<file path="config.mk">
export PLATFORM = sky130hd
export DESIGN_NAME = hmac_sha1_engine
export DESIGN_NICKNAME = d
export VERILOG_FILES = /design/src/rtl/core/hmsha1_pkg.sv /design/src/rtl/core/hmac_sha1_engine.sv /design/src/rtl/core/hmsha1_dp.sv /design/src/rtl/core/hmsha1_ctrl.sv
export SDC_FILE = /design/constraint.sdc
export NUM_CORES = 2
export LEC_CHECK = 0
export BUFFER_PORTS_ARGS = -buffer_cell sky130_fd_sc_hd__buf_4
export CAP_MARGIN = 10
export CORE_ASPECT_RATIO = 1.25
export CORE_MARGIN = 3
export CORE_UTILIZATION = 58
export DETAILED_ROUTE_END_ITERATION = 7
export PLACE_DENSITY = 0.77
export SYNTH_ARGS = -nofsm -noshare
export SYNTH_HDL_FRONTEND = slang
export SYNTH_SLANG_ARGS = --single-unit
</file>
<file path="constraint.sdc">
create_clock -name aclk -period 7.2 [get_ports aclk]
set_input_delay 0.72 -clock aclk [delete_from_list [all_inputs] [get_ports aclk]]
set_output_delay 0.72 -clock aclk [all_outputs]
set_load 0.02 [all_outputs]
</file>
<file path="src/rtl/core/hmsha1_pkg.sv">
// ============================================================================
// hmsha1_pkg
// Shared types, constants and helper functions for the HMAC-SHA1 engine.
// ============================================================================
package hmsha1_pkg;

    // Input item kinds carried in s_tuser.
    localparam logic [1:0] KIND_KEY    = 2'd0;
    localparam logic [1:0] KIND_DATA   = 2'd1;
    localparam logic [1:0] KIND_FINISH = 2'd2;

    // SHA-1 initial chaining words.
    localparam logic [31:0] IV0 = 32'h67452301;
    localparam logic [31:0] IV1 = 32'hefcdab89;
    localparam logic [31:0] IV2 = 32'h98badcfe;
    localparam logic [31:0] IV3 = 32'h10325476;
    localparam logic [31:0] IV4 = 32'hc3d2e1f0;

    // SHA-1 round constants.
    localparam logic [31:0] K0 = 32'h5a827999;
    localparam logic [31:0] K1 = 32'h6ed9eba1;
    localparam logic [31:0] K2 = 32'h8f1bbcdc;
    localparam logic [31:0] K3 = 32'hca62c1d6;

    localparam logic [7:0] IPAD_BYTE = 8'h36;
    localparam logic [7:0] OPAD_BYTE = 8'h5c;
    localparam logic [7:0] PAD_BYTE  = 8'h80;
    localparam logic [7:0] NO_MASK   = 8'h00;

    localparam int unsigned ROUNDS = 80;

    typedef logic [4:0][31:0] digest_t;

    // Source of the byte written into the message block.
    typedef enum logic [2:0] {
        SRC_SBYTE = 3'd0,
        SRC_HOLD  = 3'd1,
        SRC_KEY   = 3'd2,
        SRC_PAD   = 3'd3,
        SRC_ZERO  = 3'd4,
        SRC_LEN   = 3'd5,
        SRC_INNER = 3'd6
    } src_t;

    // Commands from the controller to the datapath.
    typedef struct packed {
        logic       absorb;
        logic       count_inc;
        src_t       src;
        logic [7:0] kmask;
        logic       load_iv;
        logic       hold_load;
        logic       key_wr;
        logic       key_cnt_inc;
        logic       idx_clr;
        logic       idx_inc;
        logic       kclear;
        logic       kcopy;
        logic       save_inner;
        logic       clear_all;
    } cmd_t;

    // Status from the datapath to the controller.
    typedef struct packed {
        logic busy;
        logic kc_lt64;
        logic kc_eq64;
        logic pos_is56;
        logic pos_is63;
        logic idx_is4;
        logic idx_is19;
        logic idx_is63;
    } stat_t;

    function automatic logic [31:0] rol32(input logic [31:0] x, input int unsigned n);
        rol32 = (x << n) | (x >> (32 - n));
    endfunction

    function automatic logic [31:0] digest_word(input digest_t d, input logic [2:0] i);
        logic [31:0] w;
        unique case (i)
            3'd0:    w = d[0];
            3'd1:    w = d[1];
            3'd2:    w = d[2];
            3'd3:    w = d[3];
            default: w = d[4];
        endcase
        digest_word = w;
    endfunction

    // Big-endian byte i (0..19) of a five-word digest.
    function automatic logic [7:0] digest_byte(input digest_t d, input logic [4:0] i);
        logic [31:0] w;
        w = digest_word(d, i[4:2]);
        digest_byte = w[{~i[1:0], 3'b000} +: 8];
    endfunction

endpackage

</file>
<file path="src/rtl/core/hmac_sha1_engine.sv">
// ============================================================================
// hmac_sha1_engine
// Streaming HMAC-SHA1 engine with an internal 64-byte key store.
// ============================================================================
// Send key beats (tuser 0) first, then data beats (tuser 1), then one finish
// beat (tuser 2); the engine then returns the five big-endian digest words on
// the master side, word 0 first, with tlast on word 4, and clears itself so
// the next beat starts a new key. Every 64th byte absorbed into the SHA-1
// block starts a compression that holds s_tready low during its 80 rounds
// through the single round unit plus the chain update, so no new byte is
// taken while a block is being hashed. The first data beat also hashes the
// 64-byte inner key pad, after first reducing a key longer than 64 bytes to
// its digest. A finish beat runs the inner padding, the outer key pad, the
// inner digest and the outer padding before word 0 appears; when it comes
// straight after the key, it also hashes the inner key pad (and reduces a
// long key) first. Only one beat is worked on at a time; s_tready stays low
// until its work and any digest output are done. Beats with tuser 3, and key
// beats after data has started, are accepted and ignored.
// ============================================================================
module hmac_sha1_engine
    import hmsha1_pkg::*;
(
    input  logic        aclk,
    input  logic        aresetn,
    input  logic        s_tvalid,
    output logic        s_tready,
    input  logic [7:0]  s_tdata,   // [7:0] byte_value
    input  logic [1:0]  s_tuser,   // [1:0] kind
    output logic        m_tvalid,
    input  logic        m_tready,
    output logic [31:0] m_tdata,   // [31:0] digest_word
    output logic [2:0]  m_tuser,   // [2:0] word_index
    output logic        m_tlast
);

    cmd_t  cmd;
    stat_t stat;

    // The controller decides what happens to each beat and walks the
    // padding and key-pad sequences.
    hmsha1_ctrl u_ctrl (
        .aclk     (aclk),
        .aresetn  (aresetn),
        .s_tvalid (s_tvalid),
        .s_kind   (s_tuser),
        .m_tready (m_tready),
        .stat     (stat),
        .s_tready (s_tready),
        .m_tvalid (m_tvalid),
        .cmd      (cmd)
    );

    // The datapath holds the key store, the block window and the round unit.
    hmsha1_dp u_dp (
        .aclk      (aclk),
        .aresetn   (aresetn),
        .cmd       (cmd),
        .s_byte    (s_tdata),
        .stat      (stat),
        .out_word  (m_tdata),
        .out_index (m_tuser)
    );

    assign m_tlast = (m_tuser == 3'd4);

`ifndef SYNTHESIS
    // The engine never takes a new beat while a digest word is offered.
    a_no_input_during_output: assert property (@(posedge aclk) disable iff (!aresetn)
        m_tvalid |-> !s_tready)
        else $error("input accepted while digest output pending");

    // After the last word is taken, output stops.
    a_stop_after_last: assert property (@(posedge aclk) disable iff (!aresetn)
        (m_tvalid && m_tready && m_tlast) |=> !m_tvalid)
        else $error("output continued after last digest word");

    // Words come in order without gaps.
    a_word_order: assert property (@(posedge aclk) disable iff (!aresetn)
        (m_tvalid && m_tready && !m_tlast) |=>
            (m_tvalid && (m_tuser == $past(m_tuser) + 3'd1)))
        else $error("digest words out of order");

    // A new digest always starts at word zero.
    a_first_word: assert property (@(posedge aclk) disable iff (!aresetn)
        $rose(m_tvalid) |-> (m_tuser == 3'd0))
        else $error("digest output did not start at word zero");
`endif

endmodule

</file>
<file path="src/rtl/core/hmsha1_dp.sv">
// ============================================================================
// hmsha1_dp
// Datapath: key store, message block window, SHA-1 round engine, counters.
// ============================================================================
module hmsha1_dp
    import hmsha1_pkg::*;
(
    input  logic        aclk,
    input  logic        aresetn,
    input  cmd_t        cmd,
    input  logic [7:0]  s_byte,
    output stat_t       stat,
    output logic [31:0] out_word,
    output logic [2:0]  out_index
);

    logic [15:0][31:0] w_reg, w_next;
    digest_t           h_reg, h_next;
    digest_t           v_reg, v_next;
    digest_t           inner_reg;
    logic [6:0]        round_reg, round_next;
    logic              comp_reg, comp_next;
    logic [5:0]        pos_reg, pos_next;
    logic [63:0]       msg_reg, msg_next;
    logic [63:0]       kc_reg, kc_next;
    logic [5:0]        idx_reg, idx_next;
    logic [7:0]        hold_reg;

    logic [7:0]        key_mem [64];
    logic [63:0]       kvalid_reg, kvalid_next;
    logic [7:0]        rd_data_reg;
    logic              rd_valid_reg;
    logic              mem_we;
    logic [5:0]        mem_waddr;
    logic [7:0]        mem_wdata;

    logic [7:0]        abs_byte;
    logic [63:0]       len_bits;
    logic [31:0]       f_val, k_val, t_sum, w_new;

    assign len_bits = {msg_reg[60:0], 3'b000};

    always_comb begin
        unique case (cmd.src)
            SRC_SBYTE: abs_byte = s_byte;
            SRC_HOLD:  abs_byte = hold_reg;
            SRC_KEY:   abs_byte = (rd_valid_reg ? rd_data_reg : 8'h00) ^ cmd.kmask;
            SRC_PAD:   abs_byte = PAD_BYTE;
            SRC_LEN:   abs_byte = len_bits[{~pos_reg[2:0], 3'b000} +: 8];
            SRC_INNER: abs_byte = digest_byte(inner_reg, idx_reg[4:0]);
            default:   abs_byte = 8'h00;
        endcase
    end

    // Round function and constant by round range.
    always_comb begin
        if (round_reg < 7'd20) begin
            f_val = (v_reg[1] & v_reg[2]) ^ (~v_reg[1] & v_reg[3]);
            k_val = K0;
        end else if (round_reg < 7'd40) begin
            f_val = v_reg[1] ^ v_reg[2] ^ v_reg[3];
            k_val = K1;
        end else if (round_reg < 7'd60) begin
            f_val = (v_reg[1] & v_reg[2]) ^ (v_reg[1] & v_reg[3]) ^ (v_reg[2] & v_reg[3]);
            k_val = K2;
        end else begin
            f_val = v_reg[1] ^ v_reg[2] ^ v_reg[3];
            k_val = K3;
        end
        t_sum = rol32(v_reg[0], 5) + f_val + v_reg[4] + k_val + w_reg[0];
        w_new = rol32(w_reg[13] ^ w_reg[8] ^ w_reg[2] ^ w_reg[0], 1);
    end

    always_comb begin
        w_next     = w_reg;
        h_next     = h_reg;
        v_next     = v_reg;
        round_next = round_reg;
        comp_next  = comp_reg;
        pos_next   = pos_reg;
        msg_next   = msg_reg;
        kc_next    = kc_reg;
        kvalid_next = kvalid_reg;

        if (comp_reg) begin
            if (round_reg == 7'(ROUNDS)) begin
                for (int i = 0; i < 5; i++) begin
                    h_next[i] = h_reg[i] + v_reg[i];
                end
                comp_next = 1'b0;
            end else begin
                v_next[0] = t_sum;
                v_next[1] = v_reg[0];
                v_next[2] = rol32(v_reg[1], 30);
                v_next[3] = v_reg[2];
                v_next[4] = v_reg[3];
                for (int i = 0; i < 15; i++) begin
                    w_next[i] = w_reg[i + 1];
                end
                w_next[15] = w_new;
                round_next = round_reg + 7'd1;
            end
        end

        if (cmd.absorb) begin
            w_next[pos_reg[5:2]][{~pos_reg[1:0], 3'b000} +: 8] = abs_byte;
            pos_next = pos_reg + 6'd1;
            if (cmd.count_inc) begin
                msg_next = msg_reg + 64'd1;
            end
            if (pos_reg == 6'd63) begin
                v_next     = h_reg;
                round_next = '0;
                comp_next  = 1'b1;
            end
        end

        if (cmd.load_iv) begin
            h_next   = {IV4, IV3, IV2, IV1, IV0};
            pos_next = '0;
            msg_next = '0;
        end

        if (cmd.key_cnt_inc) begin
            kc_next = kc_reg + 64'd1;
        end
        if (cmd.key_wr) begin
            kvalid_next[kc_reg[5:0]] = 1'b1;
        end
        if (cmd.kclear) begin
            kvalid_next = '0;
        end
        if (cmd.kcopy) begin
            kvalid_next[idx_reg] = 1'b1;
        end

        if (cmd.clear_all) begin
            h_next      = {IV4, IV3, IV2, IV1, IV0};
            v_next      = '0;
            comp_next   = 1'b0;
            pos_next    = '0;
            msg_next    = '0;
            kc_next     = '0;
            kvalid_next = '0;
        end
    end

    always_comb begin
        if (cmd.idx_clr) begin
            idx_next = '0;
        end else if (cmd.idx_inc) begin
            idx_next = idx_reg + 6'd1;
        end else begin
            idx_next = idx_reg;
        end
    end

    assign mem_we    = cmd.key_wr | cmd.kcopy;
    assign mem_waddr = cmd.kcopy ? idx_reg : kc_reg[5:0];
    assign mem_wdata = cmd.kcopy ? digest_byte(h_reg, idx_reg[4:0]) : s_byte;

    always_ff @(posedge aclk) begin
        if (mem_we) begin
            key_mem[mem_waddr] <= mem_wdata;
        end
        rd_data_reg <= key_mem[idx_next];
    end

    always_ff @(posedge aclk) begin
        w_reg <= w_next;
        v_reg <= v_next;
        if (cmd.hold_load) begin
            hold_reg <= s_byte;
        end
        if (cmd.save_inner) begin
            inner_reg <= h_reg;
        end
    end

    always_ff @(posedge aclk) begin
        if (!aresetn) begin
            h_reg        <= {IV4, IV3, IV2, IV1, IV0};
            round_reg    <= '0;
            comp_reg     <= 1'b0;
            pos_reg      <= '0;
            msg_reg      <= '0;
            kc_reg       <= '0;
            idx_reg      <= '0;
            kvalid_reg   <= '0;
            rd_valid_reg <= 1'b0;
        end else begin
            h_reg        <= h_next;
            round_reg    <= round_next;
            comp_reg     <= comp_next;
            pos_reg      <= pos_next;
            msg_reg      <= msg_next;
            kc_reg       <= kc_next;
            idx_reg      <= idx_next;
            kvalid_reg   <= kvalid_next;
            rd_valid_reg <= kvalid_next[idx_next] & kvalid_reg[idx_next];
        end
    end

    assign stat.busy     = comp_reg;
    assign stat.kc_lt64  = ~|kc_reg[63:6];
    assign stat.kc_eq64  = (kc_reg == 64'd64);
    assign stat.pos_is56 = (pos_reg == 6'd56);
    assign stat.pos_is63 = (pos_reg == 6'd63);
    assign stat.idx_is4  = (idx_reg == 6'd4);
    assign stat.idx_is19 = (idx_reg == 6'd19);
    assign stat.idx_is63 = (idx_reg == 6'd63);

    assign out_word  = digest_word(h_reg, idx_reg[2:0]);
    assign out_index = idx_reg[2:0];

endmodule

</file>
<file path="src/rtl/core/hmsha1_ctrl.sv">
// ============================================================================
// hmsha1_ctrl
// Controller: sequences key handling, padding, inner and outer hashes.
// ============================================================================
module hmsha1_ctrl
    import hmsha1_pkg::*;
(
    input  logic       aclk,
    input  logic       aresetn,
    input  logic       s_tvalid,
    input  logic [1:0] s_kind,
    input  logic       m_tready,
    input  stat_t      stat,
    output logic       s_tready,
    output logic       m_tvalid,
    output cmd_t       cmd
);

    typedef enum logic [10:0] {
        ST_IDLE    = 11'b000_0000_0001,
        ST_KSTREAM = 11'b000_0000_0010,
        ST_HOLDABS = 11'b000_0000_0100,
        ST_BEGIN   = 11'b000_0000_1000,
        ST_PAD80   = 11'b000_0001_0000,
        ST_PADZ    = 11'b000_0010_0000,
        ST_PADLEN  = 11'b000_0100_0000,
        ST_KCOPY   = 11'b000_1000_0000,
        ST_SAVE    = 11'b001_0000_0000,
        ST_ISTREAM = 11'b010_0000_0000,
        ST_OUT     = 11'b100_0000_0000
    } state_t;

    typedef enum logic [1:0] {KCTX_RAW, KCTX_IPAD, KCTX_OPAD} kctx_t;
    typedef enum logic [1:0] {PCTX_KEY, PCTX_INNER, PCTX_OUTER} pctx_t;

    state_t state_reg, state_next;
    kctx_t  kctx_reg, kctx_next;
    pctx_t  pctx_reg, pctx_next;
    logic   phase_data_reg, phase_data_next;
    logic   fin_reg, fin_next;
    logic   s_acc;

    assign s_tready = (state_reg == ST_IDLE) && !stat.busy;
    assign m_tvalid = (state_reg == ST_OUT) && !stat.busy;
    assign s_acc    = s_tvalid && s_tready;

    always_comb begin
        cmd             = '0;
        state_next      = state_reg;
        kctx_next       = kctx_reg;
        pctx_next       = pctx_reg;
        phase_data_next = phase_data_reg;
        fin_next        = fin_reg;

        unique case (state_reg)
            ST_IDLE: begin
                if (s_acc) begin
                    cmd.hold_load = 1'b1;
                    priority if (s_kind == KIND_KEY) begin
                        if (!phase_data_reg) begin
                            cmd.key_cnt_inc = 1'b1;
                            if (stat.kc_lt64) begin
                                cmd.key_wr = 1'b1;
                            end else if (stat.kc_eq64) begin
                                // 65th key byte: start hashing the whole key.
                                cmd.load_iv = 1'b1;
                                cmd.idx_clr = 1'b1;
                                kctx_next   = KCTX_RAW;
                                state_next  = ST_KSTREAM;
                            end else begin
                                cmd.absorb    = 1'b1;
                                cmd.count_inc = 1'b1;
                                cmd.src       = SRC_SBYTE;
                            end
                        end
                    end else if (s_kind == KIND_DATA) begin
                        if (phase_data_reg) begin
                            cmd.absorb    = 1'b1;
                            cmd.count_inc = 1'b1;
                            cmd.src       = SRC_SBYTE;
                        end else begin
                            fin_next   = 1'b0;
                            state_next = ST_BEGIN;
                        end
                    end else if (s_kind == KIND_FINISH) begin
                        fin_next = 1'b1;
                        if (phase_data_reg) begin
                            pctx_next  = PCTX_INNER;
                            state_next = ST_PAD80;
                        end else begin
                            state_next = ST_BEGIN;
                        end
                    end else begin
                        state_next = ST_IDLE;
                    end
                end
            end
            ST_BEGIN: begin
                if (!stat.kc_lt64 && !stat.kc_eq64) begin
                    pctx_next  = PCTX_KEY;
                    state_next = ST_PAD80;
                end else if (!stat.busy) begin
                    cmd.load_iv = 1'b1;
                    cmd.idx_clr = 1'b1;
                    kctx_next   = KCTX_IPAD;
                    state_next  = ST_KSTREAM;
                end
            end
            ST_KSTREAM: begin
                if (!stat.busy) begin
                    cmd.absorb    = 1'b1;
                    cmd.count_inc = 1'b1;
                    cmd.src       = SRC_KEY;
                    unique case (kctx_reg)
                        KCTX_IPAD: cmd.kmask = IPAD_BYTE;
                        KCTX_OPAD: cmd.kmask = OPAD_BYTE;
                        default:   cmd.kmask = NO_MASK;
                    endcase
                    if (stat.idx_is63) begin
                        cmd.idx_clr = 1'b1;
                        unique case (kctx_reg)
                            KCTX_IPAD: begin
                                phase_data_next = 1'b1;
                                if (fin_reg) begin
                                    pctx_next  = PCTX_INNER;
                                    state_next = ST_PAD80;
                                end else begin
                                    state_next = ST_HOLDABS;
                                end
                            end
                            KCTX_OPAD: state_next = ST_ISTREAM;
                            default:   state_next = ST_HOLDABS;
                        endcase
                    end else begin
                        cmd.idx_inc = 1'b1;
                    end
                end
            end
            ST_HOLDABS: begin
                if (!stat.busy) begin
                    cmd.absorb    = 1'b1;
                    cmd.count_inc = 1'b1;
                    cmd.src       = SRC_HOLD;
                    state_next    = ST_IDLE;
                end
            end
            ST_PAD80: begin
                if (!stat.busy) begin
                    cmd.absorb = 1'b1;
                    cmd.src    = SRC_PAD;
                    state_next = ST_PADZ;
                end
            end
            ST_PADZ: begin
                if (!stat.busy) begin
                    if (stat.pos_is56) begin
                        state_next = ST_PADLEN;
                    end else begin
                        cmd.absorb = 1'b1;
                        cmd.src    = SRC_ZERO;
                    end
                end
            end
            ST_PADLEN: begin
                if (!stat.busy) begin
                    cmd.absorb = 1'b1;
                    cmd.src    = SRC_LEN;
                    if (stat.pos_is63) begin
                        cmd.idx_clr = 1'b1;
                        unique case (pctx_reg)
                            PCTX_KEY: begin
                                cmd.kclear = 1'b1;
                                state_next = ST_KCOPY;
                            end
                            PCTX_INNER: state_next = ST_SAVE;
                            default:    state_next = ST_OUT;
                        endcase
                    end
                end
            end
            ST_KCOPY: begin
                if (!stat.busy) begin
                    cmd.kcopy = 1'b1;
                    if (stat.idx_is19) begin
                        cmd.idx_clr = 1'b1;
                        cmd.load_iv = 1'b1;
                        kctx_next   = KCTX_IPAD;
                        state_next  = ST_KSTREAM;
                    end else begin
                        cmd.idx_inc = 1'b1;
                    end
                end
            end
            ST_SAVE: begin
                if (!stat.busy) begin
                    cmd.save_inner = 1'b1;
                    cmd.load_iv    = 1'b1;
                    cmd.idx_clr    = 1'b1;
                    kctx_next      = KCTX_OPAD;
                    state_next     = ST_KSTREAM;
                end
            end
            ST_ISTREAM: begin
                if (!stat.busy) begin
                    cmd.absorb    = 1'b1;
                    cmd.count_inc = 1'b1;
                    cmd.src       = SRC_INNER;
                    if (stat.idx_is19) begin
                        cmd.idx_clr = 1'b1;
                        pctx_next   = PCTX_OUTER;
                        state_next  = ST_PAD80;
                    end else begin
                        cmd.idx_inc = 1'b1;
                    end
                end
            end
            ST_OUT: begin
                if (m_tvalid && m_tready) begin
                    if (stat.idx_is4) begin
                        cmd.clear_all   = 1'b1;
                        cmd.idx_clr     = 1'b1;
                        phase_data_next = 1'b0;
                        state_next      = ST_IDLE;
                    end else begin
                        cmd.idx_inc = 1'b1;
                    end
                end
            end
            default: state_next = ST_IDLE;
        endcase
    end

    always_ff @(posedge aclk) begin
        if (!aresetn) begin
            state_reg      <= ST_IDLE;
            kctx_reg       <= KCTX_RAW;
            pctx_reg       <= PCTX_KEY;
            phase_data_reg <= 1'b0;
            fin_reg        <= 1'b0;
        end else begin
            state_reg      <= state_next;
            kctx_reg       <= kctx_next;
            pctx_reg       <= pctx_next;
            phase_data_reg <= phase_data_next;
            fin_reg        <= fin_next;
        end
    end

endmodule

</file>
==> metrics.csv <==
stage,metric,value,unit
logic_synthesis,async_flop_share,0,
route,route.detailed.drc,1,
placed_design,gp_congestion,0.993,
route,firstDrtPassIters,8,
power_and_ir_drop,pwr-share-clk,0.342,
logic_synthesis,syn-instance-count,9603,
setup_path,crit_path_start_kind,flop,
clocking,root_buffer,clkbuf_16,
global_routing,overflow,0,
logic_synthesis,synth-main-ff-cell,dfxtp_1,
min_path,hp-start,s_tdata[7],
logic_synthesis,syn_nets,9955,
sta,fin_crit,6730,ps
route,routedWlPerCell,26.1,µm
die,coreArea,151000,µm²
clocking,h-tree-depth,4,
final_layout,drive_gt1_frac,0.0642,
setup_path,r2r_end,u_dp.v_reg[30],
final_layout,area_growth,8.55,%
global_routing,antenna_found_initial,11,
sta,fin_skew,38.8,ps
sta,max_freq,149,MHz
power_and_ir_drop,p_int,0.0183,W
global_routing,grt_pass1_vias,72100,
sta,maxSlewHeadroom,0.0194,
clocking,clkSinkCount,1747,
logic_synthesis,synth_area,88700,µm²
die,die_x,356,µm
logic_synthesis,ys_seq_area_frac,0.471,
power_and_ir_drop,peakVddDrop,0.286,mV
power_and_ir_drop,combPwrFrac,0.243,
sta,fin_tns_setup,0,ps
power_and_ir_drop,power_density,276,nW/µm²
die,start_util,0.588,
setup_path,crit_path_max_fanout,10,
power_and_ir_drop,p_leak,36.0,nW
logic_synthesis,ys_ff_latch,1747,
logic_synthesis,yosysWarnings,0,
route,drt_iter0_markers,9809,
sta,slew_violations,0,
logic_synthesis,postSynthAreaPerCell,9.24,µm²
min_path,hold-path-cell-count,1,
die,rows,159,
setup_path,regToRegSetupSlack,470,ps
route,wl,301000,µm
clocking,cts_buffers,170,
setup_path,cp.arrival,7470,ps
logic_synthesis,synth_edf_count,680,
die,chipHeight,443,µm
setup_path,worstPathRequired,7940,ps
die,ios,52,
route,vias_per_cell,6.62,
clocking,hold_buffers,0,
placed_design,portBuffers,51,
route,ant_nets,0,
sta,worst_pin_slew,1460,ps
placed_design,dp_hpwl,203000,µm
power_and_ir_drop,p_seq_frac,0.415,
clocking,ctsResizeCount,0,
clocking,path_clk_slew,70,ps
final_layout,finalNetCount,9710,
outcome,violations,DRC,
min_path,hold_class,input pin to flop,
setup_path,crit_type,flop to flop,
sta,hold_viol_final,0,
setup_path,reg2reg_from,u_dp.round_reg[5],
sta,setup_viol,0,
final_layout,layout_common_cells,"nand2_1 (1217), a21oi_1 (1169), dfxtp_1 (1061)",
clocking,ctsLongestPathBuffers,3,
die,die-area,158000,µm²
job,drv_cap,0,
global_routing,grt_start_max_net_pins,267,
clocking,cts_tree,yes,
route,num_vias,76300,
clocking,clock_latency,870,ps
sta,hold_slack,89.6,ps
power_and_ir_drop,swShare,0.311,
clocking,post_cts_buffers,0,
logic_synthesis,yosysUniqueCellTypes,103,
setup_path,rr_worst_depth,25,
power_and_ir_drop,p_switching,0.00827,W
min_path,min_to,u_dp.hold_reg[7],
placed_design,dpl_cell_area,90600,µm²
final_layout,layout_commonest_cell,nand2_1,
global_routing,grt.total_usage,0.371,
sta,rsz0062_at_grt,no,
sta,fin_crit_sh,0.934,
global_routing,grt_pass1_wl,448000,µm
outcome,status,"finished, violations left",
setup_path,critPathCaptureType,flop,
final_layout,stdcell_area,96300,µm²
==> per-layer routing <==
| metal | track usage | routed length (µm) |
|---|---|---|
| met1 | 0.440 | 106000 |
| met2 | 0.583 | 136000 |
| met5 | 0 | 58 |
| met4 | 0.288 | 28600 |
| met3 | 0.0859 | 30300 |
==> worst max path at each step <==
stage                             start                 to  slack [ps]  depth (start not counted)
finish                u_dp.round_reg[5]     u_dp.v_reg[30]         470                         25
floorplan           u_ctrl.state_reg[5]  u_dp.rd_valid_reg         110                         15
global route          u_dp.round_reg[5]     u_dp.v_reg[31]          90                         25
CTS                   u_dp.round_reg[5]     u_dp.v_reg[30]         610                         25
detailed placement    u_dp.round_reg[5]     u_dp.v_reg[30]         660                         25
global placement      u_dp.round_reg[3]     u_dp.v_reg[30]         720                         25
==> Yosys cell counts (30+ instances only) <==
master	n	area share
a31oi_1	76	0.0054
xor2_1	146	0.014
o221ai_1	53	0.0052
buf_2	121	0.0068
mux2i_1	103	0.012
nand2_1	1220	0.052
mux4_2	43	0.011
or3_1	52	0.0037
nor3_1	110	0.0062
nor2_1	820	0.035
clkbuf_1	449	0.019
xnor2_1	214	0.021
nor2b_1	43	0.0030
and3_1	95	0.0067
o21a_1	53	0.0045
o22ai_1	36	0.0025
fa_1	119	0.027
nand2b_1	46	0.0032
nand3_1	294	0.017
o211ai_1	108	0.0091
a22oi_1	104	0.0088
and2_1	464	0.033
o21ai_0	350	0.020
inv_1	252	0.011
dfxtp_1	1067	0.24
edfxtp_1	680	0.23
nand4_1	54	0.0038
a211oi_1	535	0.045
a21o_1	56	0.0047
a21oi_1	1169	0.066
nor4_1	41	0.0029
buf_1	30	0.0013
a221oi_1	49	0.0048
ha_1	219	0.031
==> layout make-up <==
cell class / count / area [µm²]
tap: 2012 / 2520
clock buffer: 246 / 4920
antenna: 8 / 20.0
fill: 12300 / 54700
clock inverter: 67 / 678
timing repair buffer: 212 / 1820
inverter: 256 / 961
multi-input combinational: 6971 / 43600
sequential: 1747 / 41800
==> critical path: stages (launching register included) <==
cell	delay, ps
dfxtp_1	500
a41oi_1	170
buf_4	200
nand2_1	80
inv_1	60
nor2_2	560
a221oi_1	240
fa_1	550
inv_1	50
fa_1	480
inv_1	50
fa_1	520
inv_1	50
ha_1	260
a21o_1	180
a21oi_1	260
o211ai_1	170
nand3_1	160
and3_1	270
o21ai_0	230
a41o_1	310
o41ai_1	480
o21ai_0	260
a21oi_1	230
mux2i_1	210
nor3_1	70
==> power groups by stage <==
stage | sequential (W) | clock (W) | combinational [W]
after floorplan | 0.0110 | 0 | 0.00495
after global placement | 0.0112 | 0 | 0.00622
after detailed placement | 0.0112 | 0 | 0.00628
after CTS | 0.0110 | 0.00914 | 0.00634
after global routing | 0.0110 | 0.00951 | 0.00724
final | 0.0110 | 0.00909 | 0.00646
==> logic make-up after synthesis <==
| logic type | synth area share |
|---|---|
| simple gates | 0.175 |
| mux | 0.0240 |
| buf+inv | 0.0407 |
| xor+xnor | 0.0359 |
| fa+ha+maj | 0.0577 |
| flops | 0.471 |
| compound gates | 0.196 |
==> per-stage QoR <==
stage	std cells	utilization	power, W	worst slack, ps
6_report	11500	0.638	0.0266	472
5_1_grt	11500	0.638	0.0278	87.0
3_3_place_gp	11200	0.600	0.0174	721
3_5_place_dp	11200	0.600	0.0175	658
4_1_cts	11500	0.637	0.0265	613
2_1_floorplan	9603	-	0.0159	107
(Power assumes the default switching activity.)
